$ cat config.mk
export PLATFORM = sky130hd
export DESIGN_NAME = edp_ctrl
export DESIGN_NICKNAME = d
export VERILOG_FILES = /design/src/rtl/edp_pkg.sv /design/src/rtl/edp_ctrl.sv
export SDC_FILE = /design/constraint.sdc
export NUM_CORES = 1
export LEC_CHECK = 0
export ABC_AREA = 1
export BUFFER_PORTS_ARGS = -buffer_cell sky130_fd_sc_hd__buf_4
export CAP_MARGIN = 20
export CORE_ASPECT_RATIO = 0.75
export CORE_UTILIZATION = 45
export DETAILED_ROUTE_END_ITERATION = 8
export PLACE_DENSITY = 0.66
export SETUP_SLACK_MARGIN = 0.5
export SLEW_MARGIN = 5
export SYNTH_ARGS = -nofsm -noshare
export SYNTH_HDL_FRONTEND = slang
export SYNTH_SLANG_ARGS = --single-unit
$ cat constraint.sdc
create_clock -name clk_i -period 22 [get_ports clk_i]
set_input_delay 4.4 -clock clk_i [delete_from_list [all_inputs] [get_ports clk_i]]
set_output_delay 4.4 -clock clk_i [all_outputs]
set_load 0.005 [all_outputs]
$ cat src/rtl/edp_pkg.sv
// Shared constants and types of the edge detection pixel pipeline.
package edp_pkg;

  localparam int MAX_WIDTH  = 1024;
  localparam int MAX_HEIGHT = 1024;
  localparam int MIN_DIM    = 3;
  localparam int COL_W      = $clog2(MAX_WIDTH);
  localparam int DIM_W      = 11;
  localparam int PIX_W      = 8;
  localparam int THR_W      = 9;
  localparam int CFG_IDX_W  = 2;
  localparam int CFG_VAL_W  = 11;

  localparam logic [DIM_W-1:0] WIDTH_RESET  = DIM_W'(512);
  localparam logic [DIM_W-1:0] HEIGHT_RESET = DIM_W'(512);
  localparam logic [THR_W-1:0] THR_RESET    = THR_W'(10);
  localparam logic [PIX_W-1:0] PIX_MAX      = 8'hFF;

  typedef enum logic [CFG_IDX_W-1:0] {
    CFG_IMAGE_WIDTH    = 2'd0,
    CFG_IMAGE_HEIGHT   = 2'd1,
    CFG_EDGE_THRESHOLD = 2'd2,
    CFG_UNUSED         = 2'd3
  } cfg_idx_e;

  // Window entry k holds row k/3 (oldest first) and column k%3 (oldest first).
  typedef logic [8:0][PIX_W-1:0] win_t;

  typedef struct packed {
    logic [PIX_W-1:0] gray;
    logic [COL_W-1:0] col;
    logic [COL_W-1:0] bcol;
    logic             blur_calc;
    logic             emit;
    logic             lap_int;
    logic             last;
  } item_t;

endpackage

$ cat src/rtl/edp_ctrl.sv
// Configuration registers, raster counters and per-pixel decisions.
module edp_ctrl (
  input  logic                          clk_i,
  input  logic                          rst_ni,
  input  logic                          cfg_valid_i,
  output logic                          cfg_ready_o,
  input  logic [edp_pkg::CFG_IDX_W-1:0] cfg_index_i,
  input  logic [edp_pkg::CFG_VAL_W-1:0] cfg_value_i,
  input  logic                          in_fire_i,
  input  logic [edp_pkg::PIX_W-1:0]     red_i,
  input  logic [edp_pkg::PIX_W-1:0]     green_i,
  input  logic [edp_pkg::PIX_W-1:0]     blue_i,
  input  logic                          drain_i,
  output logic                          take_o,
  output edp_pkg::item_t                item_o,
  output logic [edp_pkg::THR_W-1:0]     thr_o
);
  import edp_pkg::*;

  logic [DIM_W-1:0] width_q, height_q, w, h;
  logic [THR_W-1:0] thr_q;
  logic [COL_W-1:0] col_q, ocol_q;
  logic [DIM_W-1:0] row_q, orow_q;
  logic [DIM_W-1:0] col_ext, ocol_ext;
  logic             cfg_fire, restart_cfg;
  logic             in_frame, gray_pix, col_wrap, ocol_wrap;
  logic [9:0]       rgb_sum;
  logic [19:0]      div_prod;

  assign cfg_ready_o = 1'b1;
  assign cfg_fire    = cfg_valid_i;
  assign restart_cfg = cfg_fire && (cfg_idx_e'(cfg_index_i) == CFG_IMAGE_WIDTH ||
                                    cfg_idx_e'(cfg_index_i) == CFG_IMAGE_HEIGHT);

  always_comb begin
    w = width_q;
    if (width_q < DIM_W'(MIN_DIM)) begin
      w = DIM_W'(MIN_DIM);
    end else if (width_q > DIM_W'(MAX_WIDTH)) begin
      w = DIM_W'(MAX_WIDTH);
    end
    h = height_q;
    if (height_q < DIM_W'(MIN_DIM)) begin
      h = DIM_W'(MIN_DIM);
    end else if (height_q > DIM_W'(MAX_HEIGHT)) begin
      h = DIM_W'(MAX_HEIGHT);
    end
  end

  assign col_ext   = DIM_W'(col_q);
  assign ocol_ext  = DIM_W'(ocol_q);
  assign col_wrap  = (col_ext + 1'b1) >= w;
  assign ocol_wrap = (ocol_ext + 1'b1) >= w;
  assign in_frame  = row_q < h;

  // A drain before the frame's last pixel is swallowed without effect.
  assign take_o = in_fire_i && !(in_frame && drain_i);

  assign gray_pix = in_frame && (row_q != '0) && ((row_q + 1'b1) < h) &&
                    (col_q != '0) && ((col_ext + 1'b1) < w);

  // Division by three as a multiply by the scaled reciprocal; exact for all sums up to 765.
  assign rgb_sum  = 10'(red_i) + 10'(green_i) + 10'(blue_i);
  assign div_prod = 20'(rgb_sum) * 20'd683;

  always_comb begin
    item_o.gray      = gray_pix ? div_prod[18:11] : '0;
    item_o.col       = col_q;
    item_o.bcol      = (col_q == '0) ? COL_W'(w - 1'b1) : col_q - 1'b1;
    item_o.blur_calc = (col_q >= COL_W'(2)) && (row_q >= DIM_W'(2)) &&
                       ((row_q + 1'b1) <= h);
    item_o.emit      = (row_q > DIM_W'(2)) ||
                       ((row_q == DIM_W'(2)) && (col_q >= COL_W'(2)));
    item_o.lap_int   = (orow_q != '0) && ((orow_q + 1'b1) < h) &&
                       (ocol_q != '0) && ((ocol_ext + 1'b1) < w);
    item_o.last      = item_o.emit && ocol_wrap && ((orow_q + 1'b1) >= h);
  end

  assign thr_o = thr_q;

  always_ff @(posedge clk_i or negedge rst_ni) begin
    if (!rst_ni) begin
      width_q  <= WIDTH_RESET;
      height_q <= HEIGHT_RESET;
      thr_q    <= THR_RESET;
      col_q    <= '0;
      row_q    <= '0;
      ocol_q   <= '0;
      orow_q   <= '0;
    end else begin
      if (cfg_fire) begin
        unique case (cfg_idx_e'(cfg_index_i))
          CFG_IMAGE_WIDTH:    width_q  <= cfg_value_i[DIM_W-1:0];
          CFG_IMAGE_HEIGHT:   height_q <= cfg_value_i[DIM_W-1:0];
          CFG_EDGE_THRESHOLD: thr_q    <= cfg_value_i[THR_W-1:0];
          default: ;
        endcase
      end
      if (restart_cfg || (take_o && item_o.last)) begin
        col_q  <= '0;
        row_q  <= '0;
        ocol_q <= '0;
        orow_q <= '0;
      end else if (take_o) begin
        if (col_wrap) begin
          col_q <= '0;
          row_q <= row_q + 1'b1;
        end else begin
          col_q <= col_q + 1'b1;
        end
        if (item_o.emit) begin
          if (ocol_wrap) begin
            ocol_q <= '0;
            orow_q <= orow_q + 1'b1;
          end else begin
            ocol_q <= ocol_q + 1'b1;
          end
        end
      end
    end
  end

endmodule

==> run_results.csv <==
group,metric,value,unit
outcome,status,"finished, final reports clean",
hold_path,min-delay-start,"height_q[1]",
clocking,ctsResizeCount,0,
die,die_w,156.3,µm
routing,avgRoutedWirePerCell,14.59,µm
critical_path,criticalPathCategory,"primary input to primary output",
yosys,synth_top_area_cell,"dfrtp_1",
die,io_pins,85,
clocking,insertion_delay,0.34,ns
finish,final_nets,1367,
yosys,syn_area,8034,µm²
die,initial_core_util,46.89,%
placement,port_buffers,83,
yosys,yosysMostFrequentCell,"nand2_1",
finish,layoutNonFillerInstCount,1409,
clocking,clock_sinks,73,
yosys,ys_types,42,
clocking,cts_max_level,3,
critical_path,cpMaxStageDelayCell,"fa_1",
sta,setup_tns,0,ns
critical_path,start_kind,"primary input",
clocking,cts-root-buf,"clkbuf_16",
yosys,synth_top_area_share,21.49,%
yosys,netlist_instances,1093,
hold_path,hold_path_depth,2,
grt,antenna_found_initial,0,
routing,firstDrtPassIters,5,
finish,area_delta_synth_final,14.50,%
placement,place_congestion,0.9001,
routing,vias,7309,
sta,finClkSkew,0.01026,ns
routing,viasPerCell,5.187,
critical_path,cpMostUsedCell,"inv_1",
grt,grt-ovfl-total,0,
clocking,cts_inserted_buffers,9,
die,num_rows,41,
clocking,path_clk_slew,0.06,ns
hold_path,hp-class,"register to register",
critical_path,cpPeakStageDelay,0.53,ns
sta,worstMarginPinSlew,0.9476,ns
finish,drive_gt1_share,10.40,%
sta,rsz0062_at_grt,"false",
sta,slew_headroom,36.82,%
placement,dp_cells,1392,
yosys,syn-num-nets,1292,
yosys,synthArstFlopShare,100.0,%
grt,grt_pass1_wl,33820,µm
yosys,synth_edf_count,0,
grt,grt_pass1_vias,6760,
critical_path,cp_max_fo,5,
die,core,17130,µm²
yosys,synth_seq_cells,73,
sta,timing.fmax,0.06744,GHz
yosys,synthTopCellsByArea,"dfrtp_1 21%, ha_1 20%, nand2_1 12%",
routing,final_antenna_net_count,0,
sta,finalCritPeriodShare,67.40,%
clocking,cts_tree,"built",
yosys,synth-warning-count,0,
die,die-area,18400,µm²
routing,drc,0,
clocking,clock_path_buffers,2,
sta,period_needed,14.83,ns
sta,finalMaxSlewViolations,0,
yosys,syn_area_per_cell,7.350,µm²
clocking,hold_buffers,0,
yosys,ys.flop_type,"dfrtp_1",
grt,track_usage,23.13,%
sta,hold_viol,0,
run,drv_cap,0,
sta,setup_violations,0,
critical_path,arrival,10.43,ns
critical_path,reg2reg_to,"orow_q[6]",
finish,fin_util,53.69,%
finish,num_antenna_cells,0,
critical_path,end_kind,"primary output",
critical_path,cp_data_required_time,17.60,ns
yosys,synth_commonest_cells,"257 x nand2_1, 174 x inv_1, 129 x ha_1, 84 x nor2_1, 69 x dfrtp_1",
routing,wl,20550,µm
critical_path,r2r_cells,18,
grt,grt_max_degree,74,
die,fp.dieH,117.7,µm
critical_path,r2r_setup_slack,17.38,ns
hold_path,holdPathEnd,"height_q[1]",
clocking,postCtsSetupRepairBufs,0,
critical_path,r2r_start,"width_q[6]",
placement,dp_hpwl,16310,µm
routing,drt_iter0_markers,487,
yosys,yosysSeqAreaShare,22.80,%
[state kept, by name, indices dropped and copies added (netlist names)]
register,flops
orow_q,11
row_q,11
thr_o,9
width_q,11
ocol_q,10
height_q,11
col_q,10
[per-stage QoR]
stage,instance area (µm²),worst slack [ns],hold WS (ns)
2_1_floorplan,8034,7.950,0.4530
3_3_place_gp,8865,7.396,0.4698
3_5_place_dp,8865,7.212,0.4792
4_1_cts,9171,7.197,0.4947
5_1_grt,9199,6.587,0.5268
6_report,9199,7.172,0.4905
[per-layer routing]
| layer | vias up | GRT usage (%) | routed length [µm] |
|---|---|---|---|
| met5 | - | 0 | 0 |
| met2 | 203 | 32.78 | 8390 |
| met1 | 3380 | 37.09 | 10930 |
| li1 | 3717 | - | - |
| met4 | 0 | 3.799 | 104 |
| met3 | 9 | 3.019 | 1125 |
[worst max-delay path, delay by kind of cell]
family	cells	cell delay [ns]
fa+ha+maj	8	3.16
simple gates	14	1.53
buf+inv	10	0.74
xor+xnor	1	0.45
compound gates	1	0.13
[cell usage in the layout (no fill, tap or decap), types with 2 or more instances in the layout]
cell and count:
nand2_1 257, inv_1 174, ha_1 129, buf_4 85, nor2_1 84, dfrtp_1 69
a21oi_1 57, nand3_1 54, nand4_1 50, o21ai_0 49, xor2_1 37, fa_1 28
nor3_1 14, xnor2_1 9, clkbuf_16 9, nor4_1 8, nand3b_1 6, a21o_1 5
nand2_2 4, o21a_1 4, dfstp_2 4, o21bai_1 3, o21ai_1 2, nor2_2 2
inv_2 2, nor3b_1 2, o211ai_1 2, a211oi_1 2, mux2_2 2, clkinv_4 2
[worst max-delay path by stage]
| stage | from | end |
|---|---|---|
| floorplan | red_i[1] | item_o[31] |
| global placement | red_i[1] | item_o[31] |
| detailed placement | green_i[1] | item_o[31] |
| CTS | green_i[1] | item_o[31] |
| global route | red_i[1] | item_o[31] |
| finish | red_i[1] | item_o[31] |
[cells by family after synthesis]
family	share of synthesized area, %
AO/OA/AOI/OAI	8.441
XOR/XNOR	5.015
adder cells (fa/ha/maj)	27.07
buffers and inverters	9.625
flip-flops	22.80
multiplexers	0.2803
other	0.04668
AND/OR/NAND/NOR	26.72
[final cells by class]
cell class	instances	area [µm²]
fill	1691	7935
inverter	178	670.6
sequential	73	1832
clock inverter	5	63.81
clock buffer	11	242.7
timing repair buffer	86	665.6
multi-input combinational	820	5429
tap	236	295.3
Power is left out: the tool's default activity adds up to more than one toggle a clock period on the data nets, which glitch-free logic cannot reach.
